**src/rtl/tcm_pkg.sv**
```systemverilog
//------------------------------------------------------------------------------
// tcm_pkg
// Shared types and constants of the two-wire command master.
//------------------------------------------------------------------------------
`default_nettype none

package tcm_pkg;

	localparam int unsigned CfgAddrWidth = 4;
	localparam int unsigned CfgDataWidth = 32;

	localparam logic [1:0] REG_DEVICE_ADDRESS   = 2'd0;
	localparam logic [1:0] REG_ADDRESS_MASK     = 2'd1;
	localparam logic [1:0] REG_KEY_READ_COMMAND = 2'd2;
	localparam logic [1:0] REG_ACK_RETRY_LIMIT  = 2'd3;

	localparam logic [7:0]  RST_DEVICE_ADDRESS   = 8'd64;
	localparam logic [7:0]  RST_ADDRESS_MASK     = 8'd62;
	localparam logic [15:0] RST_KEY_READ_COMMAND = 16'd1792;
	localparam logic [7:0]  RST_ACK_RETRY_LIMIT  = 8'd20;

	localparam logic [1:0] MODE_TICK  = 2'd0;
	localparam logic [1:0] MODE_WRITE = 2'd1;
	localparam logic [1:0] MODE_READ  = 2'd2;

	localparam logic [2:0] LAST_BIT = 3'd7;

	typedef enum logic [13:0] {
		PH_IDLE   = 14'b00000000000001,
		PH_ST_A   = 14'b00000000000010,
		PH_ST_B   = 14'b00000000000100,
		PH_ST_C   = 14'b00000000001000,
		PH_TX_LO  = 14'b00000000010000,
		PH_TX_HI  = 14'b00000000100000,
		PH_ACK_LO = 14'b00000001000000,
		PH_ACK_HI = 14'b00000010000000,
		PH_RX_LO  = 14'b00000100000000,
		PH_RX_HI  = 14'b00001000000000,
		PH_SP_A   = 14'b00010000000000,
		PH_SP_B   = 14'b00100000000000,
		PH_NK_A   = 14'b01000000000000,
		PH_NK_B   = 14'b10000000000000
	} phase_t;

	typedef struct packed {
		logic [7:0]  device_address;
		logic [7:0]  address_mask;
		logic [15:0] key_read_command;
		logic [7:0]  ack_retry_limit;
	} cfg_t;

	typedef struct packed {
		phase_t      phase;
		logic [2:0]  bit_count;
		logic [7:0]  shift_byte;
		logic        byte_index;
		logic [7:0]  retry_left;
		logic [7:0]  data_byte;
		logic        is_read;
		logic [7:0]  received_byte;
		logic        scl;
		logic        sda;
		logic        released;
	} bus_state_t;

	typedef struct packed {
		logic frame_done;
		logic no_ack;
	} step_flags_t;

endpackage

`default_nettype wire

```
**src/rtl/tcm_step.sv**
```systemverilog
//------------------------------------------------------------------------------
// tcm_step
// Next-phase logic: advances the bus state by at most one half-bit phase per tick.
//------------------------------------------------------------------------------
`default_nettype none

module tcm_step (
	input  wire tcm_pkg::bus_state_t  cur,
	input  wire tcm_pkg::cfg_t        cfg,
	input  wire logic [1:0]           mode,
	input  wire logic [15:0]          command_word,
	input  wire logic                 sda_level,
	output tcm_pkg::bus_state_t       nxt,
	output tcm_pkg::step_flags_t      flags
);

	logic        begin_read;
	logic [15:0] addr_src;
	logic [7:0]  addr_byte;
	logic [7:0]  rx_byte;

	assign begin_read = (mode == tcm_pkg::MODE_READ);
	assign addr_src   = begin_read ? cfg.key_read_command : command_word;
	assign addr_byte  = (addr_src[14:7] & cfg.address_mask) | cfg.device_address
		| {7'd0, begin_read};
	assign rx_byte    = {cur.shift_byte[6:0], sda_level};

	always_comb begin
		nxt   = cur;
		flags = '0;
		unique case (cur.phase)
			tcm_pkg::PH_IDLE: begin
				if (mode == tcm_pkg::MODE_WRITE || mode == tcm_pkg::MODE_READ) begin
					nxt.is_read    = begin_read;
					nxt.data_byte  = command_word[7:0];
					nxt.shift_byte = addr_byte;
					nxt.byte_index = 1'b0;
					nxt.bit_count  = '0;
					nxt.phase      = tcm_pkg::PH_ST_A;
					{nxt.scl, nxt.sda, nxt.released} = 3'b110;
				end
			end
			tcm_pkg::PH_ST_A: begin
				nxt.phase = tcm_pkg::PH_ST_B;
				{nxt.scl, nxt.sda, nxt.released} = 3'b100;
			end
			tcm_pkg::PH_ST_B: begin
				nxt.phase = tcm_pkg::PH_ST_C;
				{nxt.scl, nxt.sda, nxt.released} = 3'b000;
			end
			tcm_pkg::PH_ST_C: begin
				nxt.bit_count = '0;
				nxt.phase     = tcm_pkg::PH_TX_LO;
				{nxt.scl, nxt.sda, nxt.released} = {1'b0, cur.shift_byte[7], 1'b0};
			end
			tcm_pkg::PH_TX_LO: begin
				nxt.phase = tcm_pkg::PH_TX_HI;
				{nxt.scl, nxt.sda, nxt.released} = {1'b1, cur.shift_byte[7], 1'b0};
			end
			tcm_pkg::PH_TX_HI: begin
				if (cur.bit_count == tcm_pkg::LAST_BIT) begin
					nxt.phase = tcm_pkg::PH_ACK_LO;
					{nxt.scl, nxt.sda, nxt.released} = 3'b011;
				end else begin
					nxt.bit_count  = cur.bit_count + 3'd1;
					nxt.shift_byte = {cur.shift_byte[6:0], 1'b0};
					nxt.phase      = tcm_pkg::PH_TX_LO;
					{nxt.scl, nxt.sda, nxt.released} = {1'b0, cur.shift_byte[6], 1'b0};
				end
			end
			tcm_pkg::PH_ACK_LO: begin
				nxt.phase      = tcm_pkg::PH_ACK_HI;
				nxt.retry_left = cfg.ack_retry_limit;
				{nxt.scl, nxt.sda, nxt.released} = 3'b111;
			end
			tcm_pkg::PH_ACK_HI: begin
				priority if (!sda_level) begin
					nxt.bit_count = '0;
					priority if (cur.is_read) begin
						nxt.shift_byte = '0;
						nxt.phase      = tcm_pkg::PH_RX_LO;
						{nxt.scl, nxt.sda, nxt.released} = 3'b011;
					end else if (!cur.byte_index) begin
						nxt.byte_index = 1'b1;
						nxt.shift_byte = cur.data_byte;
						nxt.phase      = tcm_pkg::PH_TX_LO;
						{nxt.scl, nxt.sda, nxt.released} = {1'b0, cur.data_byte[7], 1'b0};
					end else begin
						nxt.phase = tcm_pkg::PH_SP_A;
						{nxt.scl, nxt.sda, nxt.released} = 3'b000;
					end
				end else if (cur.retry_left <= 8'd1) begin
					nxt.retry_left = '0;
					nxt.phase      = tcm_pkg::PH_NK_A;
					{nxt.scl, nxt.sda, nxt.released} = 3'b000;
				end else begin
					nxt.retry_left = cur.retry_left - 8'd1;
				end
			end
			tcm_pkg::PH_RX_LO: begin
				nxt.phase = tcm_pkg::PH_RX_HI;
				{nxt.scl, nxt.sda, nxt.released} = 3'b111;
			end
			tcm_pkg::PH_RX_HI: begin
				nxt.shift_byte = rx_byte;
				if (cur.bit_count == tcm_pkg::LAST_BIT) begin
					nxt.received_byte = rx_byte;
					nxt.phase         = tcm_pkg::PH_SP_A;
					{nxt.scl, nxt.sda, nxt.released} = 3'b000;
				end else begin
					nxt.bit_count = cur.bit_count + 3'd1;
					nxt.phase     = tcm_pkg::PH_RX_LO;
					{nxt.scl, nxt.sda, nxt.released} = 3'b011;
				end
			end
			tcm_pkg::PH_SP_A: begin
				nxt.phase = tcm_pkg::PH_SP_B;
				{nxt.scl, nxt.sda, nxt.released} = 3'b100;
			end
			tcm_pkg::PH_NK_A: begin
				nxt.phase = tcm_pkg::PH_NK_B;
				{nxt.scl, nxt.sda, nxt.released} = 3'b100;
			end
			tcm_pkg::PH_SP_B, tcm_pkg::PH_NK_B: begin
				flags.frame_done = 1'b1;
				flags.no_ack     = (cur.phase == tcm_pkg::PH_NK_B);
				nxt.phase        = tcm_pkg::PH_IDLE;
				{nxt.scl, nxt.sda, nxt.released} = 3'b110;
			end
			default: begin
				nxt.phase = tcm_pkg::PH_IDLE;
				{nxt.scl, nxt.sda, nxt.released} = 3'b110;
			end
		endcase
	end

endmodule

`default_nettype wire

```
**src/rtl/two_wire_command_master.sv**
```systemverilog
//------------------------------------------------------------------------------
// two_wire_command_master
// Two-wire bus master stepped by tick words, at most one half-bit phase per word.
//------------------------------------------------------------------------------
// Each input word advances the bus by at most one phase and yields one result
// word. One word is taken every clock while in_stall is low; each word passes
// through the input register, then the phase logic into the result register.
// in_stall rises only while the input register is full and the
// result register is held by out_stall. Configuration registers sit at byte
// addresses 0, 4, 8 and 12. Device address, address mask and key read command
// take effect on the next frame start; the retry limit on the next ack wait.
`default_nettype none

module two_wire_command_master (
	input  wire logic                              clk,
	input  wire logic                              arst_n,
	input  wire logic                              in_valid,
	output logic                                   in_stall,
	input  wire logic [1:0]                        mode,
	input  wire logic [15:0]                       command_word,
	input  wire logic                              sda_level,
	output logic                                   out_valid,
	input  wire logic                              out_stall,
	output logic                                   scl_level,
	output logic                                   sda_drive,
	output logic                                   sda_released,
	output logic                                   busy_res,
	output logic                                   frame_done,
	output logic                                   no_ack,
	output logic [7:0]                             key_code,
	input  wire logic                              psel,
	input  wire logic                              penable,
	input  wire logic                              pwrite,
	input  wire logic [tcm_pkg::CfgAddrWidth-1:0]  paddr,
	input  wire logic [tcm_pkg::CfgDataWidth-1:0]  pwdata,
	output logic [tcm_pkg::CfgDataWidth-1:0]       prdata,
	output logic                                   pready
);

	tcm_pkg::cfg_t        cfg_q;
	tcm_pkg::bus_state_t  state_q;
	tcm_pkg::bus_state_t  state_nxt;
	tcm_pkg::step_flags_t flags;

	logic        valid_s1;
	logic [1:0]  mode_s1;
	logic [15:0] command_word_s1;
	logic        sda_level_s1;

	logic        out_valid_q;
	logic [13:0] result_q;

	logic out_free;
	logic step_go;
	logic cfg_wr;

	assign pready   = 1'b1;
	assign cfg_wr   = psel & penable & pwrite;
	assign out_free = !out_valid_q || !out_stall;
	assign step_go  = valid_s1 && out_free;
	assign in_stall = valid_s1 && !out_free;

	always_ff @(posedge clk or negedge arst_n) begin
		if (!arst_n) begin
			cfg_q <= '{device_address:   tcm_pkg::RST_DEVICE_ADDRESS,
				address_mask:     tcm_pkg::RST_ADDRESS_MASK,
				key_read_command: tcm_pkg::RST_KEY_READ_COMMAND,
				ack_retry_limit:  tcm_pkg::RST_ACK_RETRY_LIMIT};
		end else if (cfg_wr) begin
			unique case (paddr[3:2])
				tcm_pkg::REG_DEVICE_ADDRESS:   cfg_q.device_address   <= pwdata[7:0];
				tcm_pkg::REG_ADDRESS_MASK:     cfg_q.address_mask     <= pwdata[7:0];
				tcm_pkg::REG_KEY_READ_COMMAND: cfg_q.key_read_command <= pwdata[15:0];
				tcm_pkg::REG_ACK_RETRY_LIMIT:  cfg_q.ack_retry_limit  <= pwdata[7:0];
				default: ;
			endcase
		end
	end

	always_comb begin
		unique case (paddr[3:2])
			tcm_pkg::REG_DEVICE_ADDRESS:   prdata = {24'd0, cfg_q.device_address};
			tcm_pkg::REG_ADDRESS_MASK:     prdata = {24'd0, cfg_q.address_mask};
			tcm_pkg::REG_KEY_READ_COMMAND: prdata = {16'd0, cfg_q.key_read_command};
			tcm_pkg::REG_ACK_RETRY_LIMIT:  prdata = {24'd0, cfg_q.ack_retry_limit};
			default:                       prdata = '0;
		endcase
	end

	always_ff @(posedge clk or negedge arst_n) begin
		if (!arst_n) begin
			valid_s1 <= 1'b0;
		end else if (!in_stall) begin
			valid_s1 <= in_valid;
		end
	end

	always_ff @(posedge clk) begin
		if (!in_stall && in_valid) begin
			mode_s1         <= mode;
			command_word_s1 <= command_word;
			sda_level_s1    <= sda_level;
		end
	end

	tcm_step u_step (
		.cur          (state_q),
		.cfg          (cfg_q),
		.mode         (mode_s1),
		.command_word (command_word_s1),
		.sda_level    (sda_level_s1),
		.nxt          (state_nxt),
		.flags        (flags)
	);

	always_ff @(posedge clk or negedge arst_n) begin
		if (!arst_n) begin
			state_q <= '{phase: tcm_pkg::PH_IDLE, bit_count: 3'd0, shift_byte: 8'd0,
				byte_index: 1'b0, retry_left: 8'd0, data_byte: 8'd0, is_read: 1'b0,
				received_byte: 8'd0, scl: 1'b1, sda: 1'b1, released: 1'b0};
		end else if (step_go) begin
			state_q <= state_nxt;
		end
	end

	always_ff @(posedge clk or negedge arst_n) begin
		if (!arst_n) begin
			out_valid_q <= 1'b0;
		end else if (out_free) begin
			out_valid_q <= valid_s1;
		end
	end

	always_ff @(posedge clk) begin
		if (step_go) begin
			result_q <= {state_nxt.scl, state_nxt.sda, state_nxt.released,
				state_nxt.phase != tcm_pkg::PH_IDLE, flags.frame_done, flags.no_ack,
				state_nxt.received_byte};
		end
	end

	assign out_valid    = out_valid_q;
	assign scl_level    = result_q[13];
	assign sda_drive    = result_q[12];
	assign sda_released = result_q[11];
	assign busy_res     = result_q[10];
	assign frame_done   = result_q[9];
	assign no_ack       = result_q[8];
	assign key_code     = result_q[7:0];

endmodule

`default_nettype wire

```
**config.mk**
```make
export PLATFORM = sky130hd
export DESIGN_NAME = two_wire_command_master
export DESIGN_NICKNAME = d
export VERILOG_FILES = /design/src/rtl/tcm_pkg.sv /design/src/rtl/tcm_step.sv /design/src/rtl/two_wire_command_master.sv
export SDC_FILE = /design/constraint.sdc
export NUM_CORES = 1
export LEC_CHECK = 0
export BUFFER_PORTS_ARGS = -buffer_cell sky130_fd_sc_hd__buf_2
export CAP_MARGIN = 30
export CORE_MARGIN = 2
export CORE_UTILIZATION = 35
export DETAILED_ROUTE_END_ITERATION = 12
export PLACE_DENSITY_LB_ADDON = 0.08
export SYNTH_ARGS = -nofsm -noshare
export SYNTH_HDL_FRONTEND = slang
export SYNTH_SLANG_ARGS = --single-unit
```
**constraint.sdc**
```tcl
create_clock -name clk -period 2.45 [get_ports clk]
set_clock_uncertainty 0.1 [all_clocks]
set_input_delay 0.49 -clock clk [delete_from_list [all_inputs] [get_ports clk]]
set_output_delay 0.49 -clock clk [all_outputs]
set_load 0.1 [all_outputs]
```
==> flow_metrics.py <==
metrics = {
    "run_status": {
        "status": "finished clean",
    },
    "detailed_routing": {
        "wirelength_mm": 16.4,
        "drt_first_iter_violations": 246,
        "avgViaCountPerCell": 5.11,
        "wl_per_cell_um": 18.4,
        "drtAntennaViolNets": 0,
        "first_pass_iters": 4,
        "route.detailed.drc": 0,
        "num_vias": 4550,
    },
    "power": {
        "report.power.total_mw": 7.91,
        "clkPwrFrac_pct": 33.3,
        "ir_worst_vdd_mv": 0.552,
        "p_switching_mw": 2.69,
        "switching_share_pct": 33.9,
        "power.density_nw_per_um2": 959,
        "p_leak_nw": 3.66,
        "comb_power_share_pct": 29.4,
        "p_seq_share_pct": 37.4,
        "p_int_mw": 5.23,
    },
    "yosys": {
        "synthXorXnorAreaFrac_pct": 0.829,
        "yosys.area_share.simple_pct": 13.3,
        "yosysMostFrequentCell": "dfrtp_1",
        "seq_area_frac_synth_pct": 53.3,
        "synth.area.top_cells": "dfrtp_1 (32%), edfxtp_1 (15%), mux2_2 (13%), dfstp_2 (5.8%), mux4_2 (2.8%)",
        "synth_top_area_cell": "dfrtp_1",
        "synth_fa_ha_area_share_pct": 0.986,
        "synthTopCellsByCount": "dfrtp_1 (82), mux2_2 (76), edfxtp_1 (32), nand2_1 (29), nor2_1 (28)",
        "ys_warn_count": 0,
        "synth_cell_type_count": 67,
        "async_flop_share_pct": 75.0,
        "syn-cell-area_um2": 6340,
        "ys.flop_type": "dfrtp_1",
        "syn_area_per_cell_um2": 12.3,
        "synth_seq_cells": 128,
        "synth_top_family_by_area": "multiplexers",
        "synth_cells": 514,
        "synthMuxAreaShare_pct": 17.8,
        "synth-edff-count": 32,
        "synth_compound_area_share_pct": 9.04,
        "netlist.area_leader.share_pct": 32.4,
    },
    "place": {
        "gp_congestion": 0.851,
        "postPlaceCellArea_um2": 7460,
        "hpwl_mm": 12.1,
        "dp_slack_ns": -0.0188,
        "io_buffers": 74,
    },
    "critical_path": {
        "cp_slowest_stage_delay_ns": 0.44,
        "crit_slowest_cell": "dfrtp_2",
        "cp-start-kind": "flop",
        "cp_num_cells": 8,
        "endpoint": "state_q[1]",
        "worstPathMaxFanout": 5,
        "cpLargestDelayFamily": "simple AND/OR/NAND/NOR gates",
        "critPathArrivalTime_ns": 2.68,
        "reg2reg_slack_ns": 0.02,
        "required_ns": 2.69,
        "reg2reg_from": "state_q[50]",
        "r2r_cells": 8,
        "crit_start": "state_q[50]",
        "path_class": "reg -> reg",
        "r2r_end": "state_q[1]",
        "crit_chain": "nor4_4, buf_4, buf_4, nand2_4, nor4_4, a311oi_2, or3_4, mux2_2",
        "end_kind": "flop",
        "path_buf_inv": 2,
    },
    "floorplanning": {
        "start_util_pct": 35.5,
        "die_height_um": 139,
        "rows": 49,
        "coreArea_um2": 17800,
        "die_w_um": 139,
        "design.die.area_um2": 19200,
        "ios": 111,
    },
    "grt": {
        "gr-total-overflow": 0,
        "grtUsageTotal_pct": 17.5,
        "antenna_found_initial": 0,
        "grt_max_degree": 35,
        "grt_pass1_wl_mm": 26.2,
        "grt_pass1_vias": 4731,
    },
    "timing": {
        "min_period_ns": 2.43,
        "finalSetupViolations": 0,
        "maxSlewViolCount": 0,
        "hold_viol_final": 0,
        "timing.setup.tns_ns": 0,
        "rsz0062_at_grt": "yes",
        "max_freq_mhz": 411,
        "max_slew_margin_pct": 58.8,
        "setup_slack_ns": 0.0180,
        "worst_slew_pin_slew_ns": 0.616,
        "fin_crit_sh_pct": 99.3,
    },
    "final_layout": {
        "fill_cells": 1629,
        "regArea_um2": 3390,
        "antenna-diode-count": 0,
        "nNetsFinal": 716,
        "multi_input_area_um2": 2850,
        "finalInstanceArea_um2": 8250,
        "drive_gt1_share_pct": 48.2,
        "area_delta_synth_final_pct": 30.1,
    },
    "clocking": {
        "cts.sinks": 128,
        "cts-buffers-inserted": 17,
        "tritoncts": "done",
        "cts_buffer_depth": 2,
        "clk_pin_slew_ns": 0.06,
        "clock_latency_ns": 0.42,
        "clockRootBuffer": "clkbuf_16",
        "cts_max_level": 4,
    },
    "flow_run": {
        "drv_cap": 0,
    },
    "min_path": {
        "holdCritPathClass": "in -> reg",
        "holdPathStages": 1,
    },
}
-- layout by cell type (no fill, tap or decap), types with 5 or more instances in the layout --
master and count:
a21o_1 5, a221o_1 8, nand4_1 5, nor3_1 15
mux2_2 68, dfrtp_1 78, edfxtp_1 32, conb_1 17
nand3_1 12, ha_1 5, clkbuf_16 18, buf_2 65
dfstp_2 14, buf_4 65, a21oi_1 19, inv_1 11
nor4_4 5, mux4_2 8, mux2_4 14, nor2_1 27
buf_12 11, o21ai_0 27, nand2_1 27, nor4_1 5
and2_2 8
-- repair_timing --
action	4_1_cts	5_1_grt
hold endpoints to repair	27	0
setup endpoints to repair	2	34
hold buffers	1	0
gates cloned	0	1
resized for setup	3	29
pin swaps	0	5
setup buffers	0	4
-- area by class of cell --
type / instances / area share (%)
Inverter: 11 / 0.500
Clock inverter: 13 / 1.88
Timing Repair Buffer: 144 / 12.9
Tap cell: 229 / 3.47
Sequential cell: 128 / 41.0
Multi-Input combinational cell: 347 / 34.6
Clock buffer: 19 / 5.63
-- worst reg2reg max path, stage by stage, from the launching register on --
cell	delay [ns]
dfrtp_2	0.44
nor4_4	0.27
buf_4	0.18
buf_4	0.15
nand2_4	0.08
nor4_4	0.28
a311oi_2	0.18
or3_4	0.42
mux2_2	0.27
-- power by group through the flow --
| stage | clock [mW] | combinational (mW) | sequential, mW |
|---|---|---|---|
| global route | 2.80 | 2.47 | 3.00 |
| global placement | 0 | 2.16 | 2.97 |
| CTS | 2.71 | 2.21 | 2.95 |
| detailed placement | 0 | 2.18 | 2.99 |
| finish | 2.63 | 2.33 | 2.96 |
| floorplan | 0 | 1.43 | 3.03 |
-- kinds of logic (layout without fill, tap and decap cells) --
kind of cell,count (synthesis),count (layout)
buffers and inverters,54,187
adders and majority gates,5,5
AOI/OAI and AO/OA,86,86
DFF,128,128
and+or+nand+nor,143,143
other,2,17
muxes,90,90
xor gates and xnor gates,6,6
-- state kept, by name, indices dropped and copies added, names as in the netlist --
signal	count
command_word_s1	15
valid_s1	1
mode_s1	2
state_q	54
sda_level_s1	1
result_q	14
cfg_q	40
out_valid	1
-- layer usage --
metal	GRT usage, %	vias to the layer above	share of wire [%]
met5	0	-	0
met4	7.60	0	2.4
met3	4.21	26	4.9
met2	26.4	122	46
met1	24.1	2249	47
li1	-	2153	-
-- how the worst min path moves through the flow --
| stage | startpoint | endpoint |
|---|---|---|
| 2_1_floorplan | arst_n | cfg_q[0] |
| 3_3_place_gp | command_word_s1[6] | state_q[18] |
| 3_5_place_dp | command_word_s1[0] | state_q[12] |
| 4_1_cts | command_word[13] | command_word_s1[13] |
| 5_1_grt | command_word[9] | command_word_s1[9] |
| 6_report | command_word[13] | command_word_s1[13] |
-- stage by stage --
| step | hold slack (ns) | utilization, % | cells |
|---|---|---|---|
| 2_1_floorplan | 0.0944 | - | 529 |
| 3_3_place_gp | 0.359 | 41.8 | 853 |
| 3_5_place_dp | 0.363 | 41.8 | 853 |
| 4_1_cts | 0.122 | 45.4 | 886 |
| 5_1_grt | 0.131 | 46.3 | 891 |
| 6_report | 0.145 | 46.3 | 891 |
Power figures use the tool's default switching activity.
